<file path="src/sv/mmh_pkg.sv">
`timescale 1ns / 1ps
// ----------------------------------------------------------------------------
// mmh_pkg
// Shared types and constants for the streaming MurmurHash2 block.
// ----------------------------------------------------------------------------
package mmh_pkg;

    localparam logic [31:0] MixMul    = 32'h5bd1e995;
    localparam int          MixShift  = 24;
    localparam int          FinShiftA = 13;
    localparam int          FinShiftB = 15;

    localparam int CmdDepth = 4;
    localparam int CmdPtrW  = $clog2(CmdDepth);

    // One command per request that needs work in the back end.
    typedef struct packed {
        logic        open;
        logic [31:0] init;
        logic        mix;
        logic        fin;
        logic        tail;
        logic [31:0] word;
    } t_cmd;

    typedef enum logic [2:0] {
        S_IDLE,
        S_K1,
        S_K2,
        S_HMIX,
        S_TAIL,
        S_FIN,
        S_OUT
    } t_state;

endpackage

</file>
<file path="src/sv/mmh_front.sv">
`timescale 1ns / 1ps
// ----------------------------------------------------------------------------
// mmh_front
// Holds the seed, packs bytes into words and issues back-end commands.
// ----------------------------------------------------------------------------
module mmh_front (
    input  logic          i_clk,
    input  logic          i_rst_n,
    input  logic          i_cfg_we,
    input  logic [31:0]   i_cfg_wdata,
    input  logic          i_accept,
    input  logic [7:0]    i_data_byte,
    input  logic          i_byte_present,
    input  logic          i_last_item,
    input  logic [31:0]   i_string_length,
    output logic          o_cmd_push,
    output mmh_pkg::t_cmd o_cmd
);
    import mmh_pkg::*;

    logic [31:0] r_seed;
    logic        r_open, n_open;
    logic [1:0]  r_phase, n_phase;
    logic [31:0] r_word, n_word;

    logic        w_open_now;
    logic [1:0]  w_phase;
    logic [31:0] w_word;
    logic [31:0] w_merged;
    logic        w_mix;

    always_comb begin
        w_open_now = !r_open;
        w_phase    = w_open_now ? 2'd0 : r_phase;
        w_word     = w_open_now ? 32'd0 : r_word;
        w_merged   = w_word | ({24'd0, i_data_byte} << {w_phase, 3'b000});
        w_mix      = i_byte_present && (w_phase == 2'd3);

        n_open  = 1'b1;
        n_phase = w_phase;
        n_word  = w_word;
        if (i_byte_present) begin
            n_phase = w_phase + 2'd1;
            n_word  = w_mix ? 32'd0 : w_merged;
        end

        o_cmd.open = w_open_now;
        o_cmd.init = r_seed ^ i_string_length;
        o_cmd.mix  = w_mix;
        o_cmd.fin  = i_last_item;
        o_cmd.tail = i_last_item && (n_phase != 2'd0);
        o_cmd.word = (i_byte_present) ? w_merged : w_word;

        if (i_last_item) begin
            n_open  = 1'b0;
            n_phase = 2'd0;
            n_word  = 32'd0;
        end

        o_cmd_push = i_accept && (w_open_now || w_mix || i_last_item);
    end

    always_ff @(posedge i_clk) begin
        if (!i_rst_n) begin
            r_seed  <= 32'd0;
            r_open  <= 1'b0;
            r_phase <= 2'd0;
            r_word  <= 32'd0;
        end else begin
            if (i_cfg_we) begin
                r_seed <= i_cfg_wdata;
            end
            if (i_accept) begin
                r_open  <= n_open;
                r_phase <= n_phase;
                r_word  <= n_word;
            end
        end
    end

endmodule

</file>
<file path="src/sv/mmh_cmd_fifo.sv">
`timescale 1ns / 1ps
// ----------------------------------------------------------------------------
// mmh_cmd_fifo
// Short show-ahead queue of commands between the front and back ends.
// ----------------------------------------------------------------------------
module mmh_cmd_fifo (
    input  logic          i_clk,
    input  logic          i_rst_n,
    input  logic          i_push,
    input  mmh_pkg::t_cmd i_cmd,
    input  logic          i_pop,
    output mmh_pkg::t_cmd o_cmd,
    output logic          o_full,
    output logic          o_empty
);
    import mmh_pkg::*;

    t_cmd               r_mem [CmdDepth];
    logic [CmdPtrW-1:0] r_wptr;
    logic [CmdPtrW-1:0] r_rptr;
    logic [CmdPtrW:0]   r_count;

    assign o_full  = (r_count == (CmdPtrW+1)'(CmdDepth));
    assign o_empty = (r_count == '0);
    assign o_cmd   = r_mem[r_rptr];

    always_ff @(posedge i_clk) begin
        if (i_push) begin
            r_mem[r_wptr] <= i_cmd;
        end
    end

    always_ff @(posedge i_clk) begin
        if (!i_rst_n) begin
            r_wptr  <= '0;
            r_rptr  <= '0;
            r_count <= '0;
        end else begin
            if (i_push) begin
                r_wptr <= r_wptr + 1'b1;
            end
            if (i_pop) begin
                r_rptr <= r_rptr + 1'b1;
            end
            case ({i_push, i_pop})
                2'b10:   r_count <= r_count + 1'b1;
                2'b01:   r_count <= r_count - 1'b1;
                default: r_count <= r_count;
            endcase
        end
    end

endmodule

</file>
<file path="src/sv/mmh_back.sv">
`timescale 1ns / 1ps
// ----------------------------------------------------------------------------
// mmh_back
// Sequencer around one shared multiplier that mixes words and finalizes.
// ----------------------------------------------------------------------------
module mmh_back (
    input  logic          i_clk,
    input  logic          i_rst_n,
    input  logic          i_cmd_empty,
    input  mmh_pkg::t_cmd i_cmd,
    output logic          o_cmd_pop,
    input  logic          i_pop,
    output logic          o_empty,
    output logic [31:0]   o_hash_value
);
    import mmh_pkg::*;

    t_state      r_state, n_state;
    logic [31:0] r_h, n_h;
    logic [31:0] r_k, n_k;
    logic        r_fin, n_fin;
    logic        r_tail, n_tail;
    logic        r_out_valid, n_out_valid;
    logic [31:0] r_hash, n_hash;

    logic [31:0] w_mul_a;
    logic [31:0] w_prod;

    always_comb begin
        case (r_state)
            S_K1:    w_mul_a = r_k;
            S_K2:    w_mul_a = r_k ^ (r_k >> MixShift);
            S_HMIX:  w_mul_a = r_h;
            S_TAIL:  w_mul_a = r_h ^ r_k;
            S_FIN:   w_mul_a = r_h ^ (r_h >> FinShiftA);
            default: w_mul_a = r_h;
        endcase
        w_prod = w_mul_a * MixMul;
    end

    always_comb begin
        n_state     = r_state;
        n_h         = r_h;
        n_k         = r_k;
        n_fin       = r_fin;
        n_tail      = r_tail;
        n_out_valid = r_out_valid && !i_pop;
        n_hash      = r_hash;
        o_cmd_pop   = 1'b0;

        case (r_state)
            S_IDLE: begin
                if (!i_cmd_empty) begin
                    o_cmd_pop = 1'b1;
                    n_h       = i_cmd.open ? i_cmd.init : r_h;
                    n_k       = i_cmd.word;
                    n_fin     = i_cmd.fin;
                    n_tail    = i_cmd.tail;
                    if (i_cmd.mix) begin
                        n_state = S_K1;
                    end else if (i_cmd.fin) begin
                        n_state = i_cmd.tail ? S_TAIL : S_FIN;
                    end
                end
            end
            S_K1: begin
                n_k     = w_prod;
                n_state = S_K2;
            end
            S_K2: begin
                n_k     = w_prod;
                n_state = S_HMIX;
            end
            S_HMIX: begin
                n_h     = w_prod ^ r_k;
                n_state = r_fin ? (r_tail ? S_TAIL : S_FIN) : S_IDLE;
            end
            S_TAIL: begin
                n_h     = w_prod;
                n_state = S_FIN;
            end
            S_FIN: begin
                n_h     = w_prod;
                n_state = S_OUT;
            end
            S_OUT: begin
                if (!r_out_valid || i_pop) begin
                    n_out_valid = 1'b1;
                    n_hash      = r_h ^ (r_h >> FinShiftB);
                    n_state     = S_IDLE;
                end
            end
            default: n_state = S_IDLE;
        endcase
    end

    always_ff @(posedge i_clk) begin
        if (!i_rst_n) begin
            r_state     <= S_IDLE;
            r_out_valid <= 1'b0;
        end else begin
            r_state     <= n_state;
            r_out_valid <= n_out_valid;
        end
    end

    always_ff @(posedge i_clk) begin
        r_h    <= n_h;
        r_k    <= n_k;
        r_fin  <= n_fin;
        r_tail <= n_tail;
        r_hash <= n_hash;
    end

    assign o_empty      = !r_out_valid;
    assign o_hash_value = r_hash;

endmodule

</file>
<file path="src/sv/murmur2_string_hash.sv">
`timescale 1ns / 1ps
// ----------------------------------------------------------------------------
// murmur2_string_hash
// Streaming 32-bit MurmurHash2 of byte strings, one byte per request.
// ----------------------------------------------------------------------------
// Input side is a queue: a request is taken when push is high and full is
// low. The first request of a string carries its total length, which is
// XORed with the seed; last_item closes the string and byte_present tells
// whether data_byte is a real byte. The seed is written through i_cfg_we
// and i_cfg_wdata and is used from the next string that opens.
// Result side is a queue too: while empty is low the hash is on
// o_hash_value and is taken when pop is high.
// The front end takes one request per cycle while its four-entry command
// queue has room. The back end runs one 32x32 multiplier: a full word is
// mixed in states K1, K2 and HMIX; a closing request passes through TAIL
// when bytes are left over, then FIN and OUT. Long strings run at one byte
// per cycle while results are taken. A stalled result holds the back end,
// the queue then fills and full rises. Reset clears the seed, the queue and
// any partial string.
// ----------------------------------------------------------------------------
module murmur2_string_hash (
    input  logic        i_clk,
    input  logic        i_rst_n,
    input  logic        i_cfg_we,
    input  logic [31:0] i_cfg_wdata,
    input  logic        push,
    output logic        full,
    input  logic [7:0]  i_data_byte,
    input  logic        i_byte_present,
    input  logic        i_last_item,
    input  logic [31:0] i_string_length,
    output logic        empty,
    input  logic        pop,
    output logic [31:0] o_hash_value
);
    import mmh_pkg::*;

    logic w_accept;
    logic w_cmd_push;
    logic w_cmd_pop;
    logic w_cmd_full;
    logic w_cmd_empty;
    t_cmd w_cmd_in;
    t_cmd w_cmd_out;

    assign full     = w_cmd_full;
    assign w_accept = push && !w_cmd_full;

    mmh_front u_front (
        .i_clk           (i_clk),
        .i_rst_n         (i_rst_n),
        .i_cfg_we        (i_cfg_we),
        .i_cfg_wdata     (i_cfg_wdata),
        .i_accept        (w_accept),
        .i_data_byte     (i_data_byte),
        .i_byte_present  (i_byte_present),
        .i_last_item     (i_last_item),
        .i_string_length (i_string_length),
        .o_cmd_push      (w_cmd_push),
        .o_cmd           (w_cmd_in)
    );

    mmh_cmd_fifo u_fifo (
        .i_clk   (i_clk),
        .i_rst_n (i_rst_n),
        .i_push  (w_cmd_push),
        .i_cmd   (w_cmd_in),
        .i_pop   (w_cmd_pop),
        .o_cmd   (w_cmd_out),
        .o_full  (w_cmd_full),
        .o_empty (w_cmd_empty)
    );

    mmh_back u_back (
        .i_clk        (i_clk),
        .i_rst_n      (i_rst_n),
        .i_cmd_empty  (w_cmd_empty),
        .i_cmd        (w_cmd_out),
        .o_cmd_pop    (w_cmd_pop),
        .i_pop        (pop),
        .o_empty      (empty),
        .o_hash_value (o_hash_value)
    );

    a_push_room: assert property (@(posedge i_clk) disable iff (!i_rst_n)
        w_cmd_push |-> !w_cmd_full)
        else $error("Command pushed into a full queue.");

    a_pop_data: assert property (@(posedge i_clk) disable iff (!i_rst_n)
        w_cmd_pop |-> !w_cmd_empty)
        else $error("Command popped from an empty queue.");

    a_reset_state: assert property (@(posedge i_clk)
        !i_rst_n |=> (empty && !full))
        else $error("Queues not cleared by reset.");

endmodule

</file>
<file path="config.mk">
export PLATFORM = sky130hd
export DESIGN_NAME = murmur2_string_hash
export DESIGN_NICKNAME = d
export VERILOG_FILES = /design/src/sv/mmh_pkg.sv /design/src/sv/mmh_front.sv /design/src/sv/mmh_cmd_fifo.sv /design/src/sv/mmh_back.sv /design/src/sv/murmur2_string_hash.sv
export SDC_FILE = /design/constraint.sdc
export NUM_CORES = 1
export LEC_CHECK = 0
export BUFFER_PORTS_ARGS = -buffer_cell sky130_fd_sc_hd__buf_2
export CORE_MARGIN = 5
export CORE_UTILIZATION = 63
export CTS_CLUSTER_SIZE = 30
export DETAILED_ROUTE_END_ITERATION = 8
export PLACE_DENSITY = 0.87
export SYNTH_ARGS = -nofsm -noshare
export SYNTH_HDL_FRONTEND = slang
export SYNTH_HIERARCHICAL = 1
export SYNTH_SLANG_ARGS = --single-unit
export TNS_END_PERCENT = 30
</file>
<file path="constraint.sdc">
create_clock -name i_clk -period 10.3 [get_ports i_clk]
set_input_delay 0.515 -clock i_clk [delete_from_list [all_inputs] [get_ports i_clk]]
set_output_delay 0.515 -clock i_clk [all_outputs]
set_load 0.03 [all_outputs]
</file>
==> results.txt, run 1 <==
register bit count reported by yosys = 450
number of synthesized flops with an enable pin = 370
Non-Filler Instances = 3,034
Ys Warns = 6
R2R depth = 32
Filler cells = 2,963
vias in the first global route = 20,000
ANT nets after route = 0
status = finished, final reports clean
Clock transition at path regs = 70 ps
Max Transition Viols Final = 0
CP most frequent cell = inv_1
Final Hold Vio Count = 0
TritonCTS Buffers = 44
Post-Syn Area per Cell = 12.3 µm²
DIE AREA = 0.0495 mm²
cell count after synthesis = 2,319
largest area contributor in the netlist = edfxtp_1
FF-to-FF End = u_back/r_h[24]$_DFFE_PP_
PostCTS Resize Cnt = 0
CP Data Required Time = 10,620 ps
CP max stage cell = dfxtp_2
chip width = 222 µm
register area share after synthesis = 0.447
drt total wl = 80.2 mm
Crit Reg-Reg Startpoint = u_back/r_state[2]$_SDFFE_PN0P_
RSZ-0062 raised after global routing = false
Syn-to-layout area delta = 8.53%
dpl cell area = 0.0294 mm²
critical path depth = 32
CTS tree = done
hold crit path type = input pin to flop
normalized max-slew margin = 0.268
CTS hold repair buffers = 0
syn_nets = 2,797
CP startpoint = u_back/r_state[2]$_SDFFE_PN0P_
largest net degree at the start of global routing = 69
CP max stage delay = 900 ps
setup slack, reg-to-reg = 1120 ps
Die Ht = 222 µm
CP Data Arrival Time = 9500 ps
Skew-Pair Late Insertion Delay = 590 ps
fmax = 109 MHz
grt ovf = 0
worst setup margin = 1120 ps
IO Port Bufs = 112
Synth cell types = 73
delay-heaviest family, CP = adder cells
initial antenna violation count = 1
Worst Setup EP = u_back/r_h[24]$_DFFE_PP_
Design Area, Final = 0.0309 mm²
Clock Tree Root = clkbuf_16
Pre-Repair DR Iteration Count = 6
CP Capture Type = flop
Cell Area, Synth = 0.0284 mm²
Layout Nets = 2,884
initial core utilization = 0.640
Post-synth top flop = edfxtp_1
Tot GR Track Use = 0.322
DR WL/cell = 26.4 µm
CP max FO = 49
Critical Setup Path Class = flop to flop
# IOs = 113
crit share post-route = 0.892
ant diodes = 0
worst-margin pin slew = 1100 ps
Initial DRC Count = 2,653
post-CTS setup buffer count = 0
fraction of layout cells with a size suffix above 1 = 0.131
fin crit period = 9180 ps
core footprint = 0.0444 mm²
dpl cells = 2,952
CP Buf/Inv Count = 9
clk_skew = 30.1 ps
vias per inst = 6.39
ranking of synthesized cells by area = edfxtp_1, fa_1, ha_1, dfxtp_1, mux4_2
DRC viols = 0
most frequent cell after synthesis = edfxtp_1
GP Congestion = 0.989
Place WS = 1380 ps
max-cap viol count = 0
# setup viols final = 0
Row Count = 77
H-tree depth = 2
dpl hpwl = 57.0 mm
first-pass GRT wire length = 122 mm
CTS Sinks = 450
post-route setup TNS = 0 ps
Worst Setup Start Kind = flop
Async S/R FF share, synth = 0
via count = 19,400
most frequent cells after synthesis = edfxtp_1, inv_1, ha_1, fa_1, nor2_1
Yosys top cell area share = 0.391
largest buffer count on any clock path = 3
registers in the layout (all words and copies together), names as in the netlist, named ones only:
| name | cells |
|---|---|
| u_front/r_seed | 32 |
| u_fifo/r_wptr | 2 |
| u_back/r_state | 3 |
| u_fifo/r_mem | 272 |
| u_back/r_tail | 1 |
| u_back/r_fin | 1 |
| u_back/o_hash_value | 32 |
| u_front/r_word | 32 |
| u_back/r_out_valid | 1 |
| u_fifo/r_count | 3 |
| u_fifo/r_rptr | 2 |
| u_front/r_phase | 2 |
| u_back/r_k | 32 |
| u_front/r_open | 1 |
| u_back/r_h | 32 |
final cells by class:
cell class	instances	area, µm²	share of cell area
clock buffer	64	1290	0.0417
inverter	368	1380	0.0447
timing repair buffer	142	786	0.0255
multi-input combinational	1400	13800	0.448
tap	592	741	0.0240
sequential	450	12700	0.412
clock inverter	18	131	0.00426
routing by layer:
metal,GRT usage,share of wire,vias to the layer above
met2,0.526,0.48,1310
met4,0.157,0.060,0
met5,0,0,-
li1,-,-,8253
met1,0.427,0.37,9551
met3,0.0511,0.093,288
metrics by stage:
step / utilization / hold WS, ps
floorplan: - / 441
global placement: 0.663 / 447
detailed placement: 0.663 / 456
CTS: 0.695 / 147
global route: 0.695 / 178
finish: 0.695 / 161
worst min-delay path, delay by kind of cell:
kind          cells  cell delay (ps)
simple gates      1               70
buf+inv           1               80
mux               1               50
how the worst min path moves through the flow:
| stage | cells after the start | startpoint | slack, ps | end |
|---|---|---|---|---|
| 3_5_place_dp | 1 | u_front/r_word[19]$_SDFFE_PN0P_ | 460 | u_front/r_word[19]$_SDFFE_PN0P_ |
| 3_3_place_gp | 1 | u_front/r_word[20]$_SDFFE_PN0P_ | 450 | u_front/r_word[20]$_SDFFE_PN0P_ |
| 2_1_floorplan | 2 | u_front/r_word[9]$_SDFFE_PN0P_ | 440 | u_front/r_word[9]$_SDFFE_PN0P_ |
| 5_1_grt | 3 | i_cfg_wdata[29] | 180 | u_front/r_seed[29]$_SDFFE_PN0P_ |
| 6_report | 3 | i_cfg_wdata[7] | 160 | u_front/r_seed[7]$_SDFFE_PN0P_ |
| 4_1_cts | 3 | i_cfg_wdata[7] | 150 | u_front/r_seed[7]$_SDFFE_PN0P_ |
placed cells by master, fill, tap and decap left out, drive strengths merged, types with 19 or more instances in the layout:
cell type / count
a21oi: 64
xor2: 92
mux4: 68
edfxtp: 370
a22oi: 24
buf: 142
dfxtp: 80
inv: 372
clkbuf: 64
fa: 179
mux2i: 35
a32o: 30
ha: 220
a31oi: 19
nand2: 114
nand3: 30
nor2: 142
o22ai: 30
xnor2: 58
nor3: 19
o21ai: 95
cell families after synthesis:
| group | count (synthesis) | synth area share |
|---|---|---|
| DFF | 450 | 0.447 |
| AOI/OAI and AO/OA | 364 | 0.0863 |
| adders and majority gates | 399 | 0.223 |
| xor gates and xnor gates | 152 | 0.0483 |
| muxes | 104 | 0.0666 |
| buffers and inverters | 469 | 0.0676 |
| and+or+nand+nor | 381 | 0.0615 |
Power of run 1 is not shown: default switching activity piles up to over one toggle a cycle in this logic, so the estimate is an artifact.
==> run 2: changes to the inputs <==
--- a/config.mk
+++ b/config.mk
@@ -7,12 +7,11 @@
 export LEC_CHECK = 0
 export BUFFER_PORTS_ARGS = -buffer_cell sky130_fd_sc_hd__buf_2
 export CORE_MARGIN = 5
-export CORE_UTILIZATION = 63
+export CORE_UTILIZATION = 68
 export CTS_CLUSTER_SIZE = 30
 export DETAILED_ROUTE_END_ITERATION = 8
-export PLACE_DENSITY = 0.87
+export PLACE_DENSITY = 0.93
 export SYNTH_ARGS = -nofsm -noshare
 export SYNTH_HDL_FRONTEND = slang
-export SYNTH_HIERARCHICAL = 1
 export SYNTH_SLANG_ARGS = --single-unit
 export TNS_END_PERCENT = 30
==> constraint.sdc (replaced) <==
create_clock -name i_clk -period 11.2 [get_ports i_clk]
set_input_delay 0.56 -clock i_clk [delete_from_list [all_inputs] [get_ports i_clk]]
set_output_delay 0.56 -clock i_clk [all_outputs]
set_load 0.03 [all_outputs]
==> results.txt, run 2 <==
Multi-input gate area = 0.0141 mm² (+2.0%)
Row Count = 75 (-2.6%)
Yosys top cell area share = 0.389 (-0.00195)
worst-margin pin slew = 1380 ps (+281 ps)
vias per inst = 6.65 (+4.0%)
largest buffer count on any clock path = 3 (unchanged)
fraction of layout cells with a size suffix above 1 = 0.134 (+0.00365)
Skew-Pair Late Insertion Delay = 590 ps (about the same)
Clock Tree Root = clkbuf_16
status = finished with violations
TritonCTS Buffers = 44 (unchanged)
commonest non-fill, non-tap cell in the layout = inv_1
Util after Layout = 0.747 (+0.0517)
Layout Nets = 2,908 (+0.83%)
Post-synth top flop = edfxtp_1
most frequent cells in the layout = inv_1, edfxtp_1, ha_1, fa_1
dpl hpwl = 55.7 mm (-2.3%)
largest area contributor in the netlist = edfxtp_1
syn_nets = 2,826 (+1.0%)
Clock transition at path regs = 60 ps (about the same)
hold crit path type = input pin to flop
grt ovf = 0 (unchanged)
DRC viols = 1 (+1)
Async S/R FF share, synth = 0 (unchanged)
Most flops, register = u_fifo.r_mem
CP Capture Type = flop
CP max FO = 27 (-45%)
Max Transition Viols Final = 0 (unchanged)
ANT nets after route = 0 (unchanged)
Die Ht = 215 µm (-3.3%)
via count = 20,000 (+3.0%)
post-route setup TNS = 0 ps (unchanged)
Post-Syn Area per Cell = 12.2 µm² (-0.70%)
fin crit period = 9550 ps (+367 ps)
Worst Setup Start Kind = flop
CP max stage delay = 830 ps (-70 ps)
fmax = 105 MHz (-3.8%)
CTS Sinks = 450 (unchanged)
DR WL/cell = 26.8 µm (+1.5%)
GP Congestion = 1.02 (+2.7%)
post-CTS setup buffer count = 0 (unchanged)
Pre-Repair DR Iteration Count = 9 (+3)
clk_skew = 29.6 ps (-0.586 ps)
first-pass GRT wire length = 123 mm (+1.0%)
IO Port Bufs = 112 (unchanged)
Ys Warns = 0 (-6)
CTS tree = done
Synth cell types = 68 (-6.8%)
dpl cells = 2,922 (-1.0%)
CP max stage cell = dfxtp_1
ranking of synthesized cells by area = edfxtp_1, fa_1, ha_1, dfxtp_1, mux4_2
Cell Area, Synth = 0.0286 mm² (+0.50%)
CTS hold repair buffers = 0 (unchanged)
register bit count reported by yosys = 450 (unchanged)
cell count after synthesis = 2,347 (+1.2%)
initial core utilization = 0.685 (+0.0441)
most frequent cell after synthesis = inv_1
Seq. cell area = 0.0127 mm² (unchanged)
register area share after synthesis = 0.445 (-0.00223)
failing checks = DRC
normalized max-slew margin = 0.0739 (-0.194)
Filler cells = 2,436 (-18%)
max FFs per register = 272 (unchanged)
H-tree depth = 2 (unchanged)
core footprint = 0.0418 mm² (-6.0%)
CP Data Arrival Time = 9840 ps (+340 ps)
Non-Filler Instances = 3,006 (-0.92%)
PostCTS Resize Cnt = 0 (unchanged)
Critical Setup Path Class = flop to flop
RSZ-0062 raised after global routing = false
number of synthesized flops with an enable pin = 370 (unchanged)
max-cap viol count = 0 (unchanged)
most frequent cells after synthesis = inv_1, edfxtp_1, ha_1, fa_1, nor2_1
DIE AREA = 0.0462 mm² (-6.6%)
Final Hold Vio Count = 0 (unchanged)
CP Data Required Time = 11,490 ps (+870 ps)
chip width = 215 µm (-3.3%)
# IOs = 113 (unchanged)
initial antenna violation count = 2 (+1)
Initial DRC Count = 2,914 (+9.8%)
# setup viols final = 0 (unchanged)
Tot GR Track Use = 0.347 (+0.0248)
vias in the first global route = 20,700 (+3.4%)
largest net degree at the start of global routing = 80 (+16%)
drt total wl = 80.6 mm (+0.55%)
hold slack = 240 ps (+78.9 ps)
crit share post-route = 0.853 (-0.0389)
Syn-to-layout area delta = 9.08%
[run 2: cell types whose count changed after synthesis, sizes merged, moves of 17 or more]
cell / change
a21oi: +17
a22o: +18
a22oi: +30
a32o: -30
buf: -24
clkbuf: +33
mux2: +21
nand2: -55
nor2: -26
nor2b: +64
[run 2: through the flow]
step	setup WS [ps]	area, µm²
global placement	1960	29700
finish	1650	31200
detailed placement	1810	29700
CTS	1760	31200
floorplan	2280	28600
global route	1130	31200
[run 2: area by class of cell]
cell class,count,share of cell area
repair buffers,146,0.0262
flip-flops and latches,450,0.408
well taps,539,0.0216
inverters,374,0.0450
clock inverters,14,0.00518
diodes,2,0.000161
clock buffers,68,0.0418
multi-input cells,1413,0.452
[run 2: critical path: cells and delay by family, from the launching register on]
family,cells,cell delay (ps)
AO/OA/AOI/OAI,10,2780
XOR/XNOR,2,380
adder cells (fa/ha/maj),9,3640
buffers and inverters,6,1100
flip-flops,1,830
AND/OR/NAND/NOR,3,480
[run 2: kinds of logic after synthesis]
group                    Yosys count  share of synthesized area
buffers and inverters            484                     0.0640
XOR/XNOR                         149                     0.0467
flip-flops                       450                      0.445
AND/OR/NAND/NOR                  352                     0.0597
adder cells (fa/ha/maj)          400                      0.222
multiplexers                     129                     0.0759
AO/OA/AOI/OAI                    383                     0.0869
[run 2: path summary, 6_finish.rpt]
| check | startpoint | to | slack [ps] | cells past startpoint |
|---|---|---|---|---|
| max | u_back.r_state[1]$_SDFFE_PN0P_ | u_back.r_h[31]$_DFFE_PP_ | 1650 | 30 |
| min | i_cfg_wdata[1] | u_front.r_seed[1]$_SDFFE_PN0P_ | 240 | 3 |
| max reg2reg | u_back.r_state[1]$_SDFFE_PN0P_ | u_back.r_h[31]$_DFFE_PP_ | 1650 | 30 |
| min reg2reg | u_front.r_seed[7]$_SDFFE_PN0P_ | u_front.r_seed[7]$_SDFFE_PN0P_ | 540 | 2 |
[run 2: per-layer routing]
metal / part of all wire / routed length (µm) / track usage / vias up
li1: - / - / - / 8317
met1: 0.35 / 27900 / 0.450 / 9719
met2: 0.46 / 37000 / 0.547 / 1548
met3: 0.12 / 10000 / 0.0880 / 406
met4: 0.070 / 5610 / 0.182 / 2
met5: 0.00084 / 68 / 0.0125 / -
Power of run 2 is left out for the same reason.
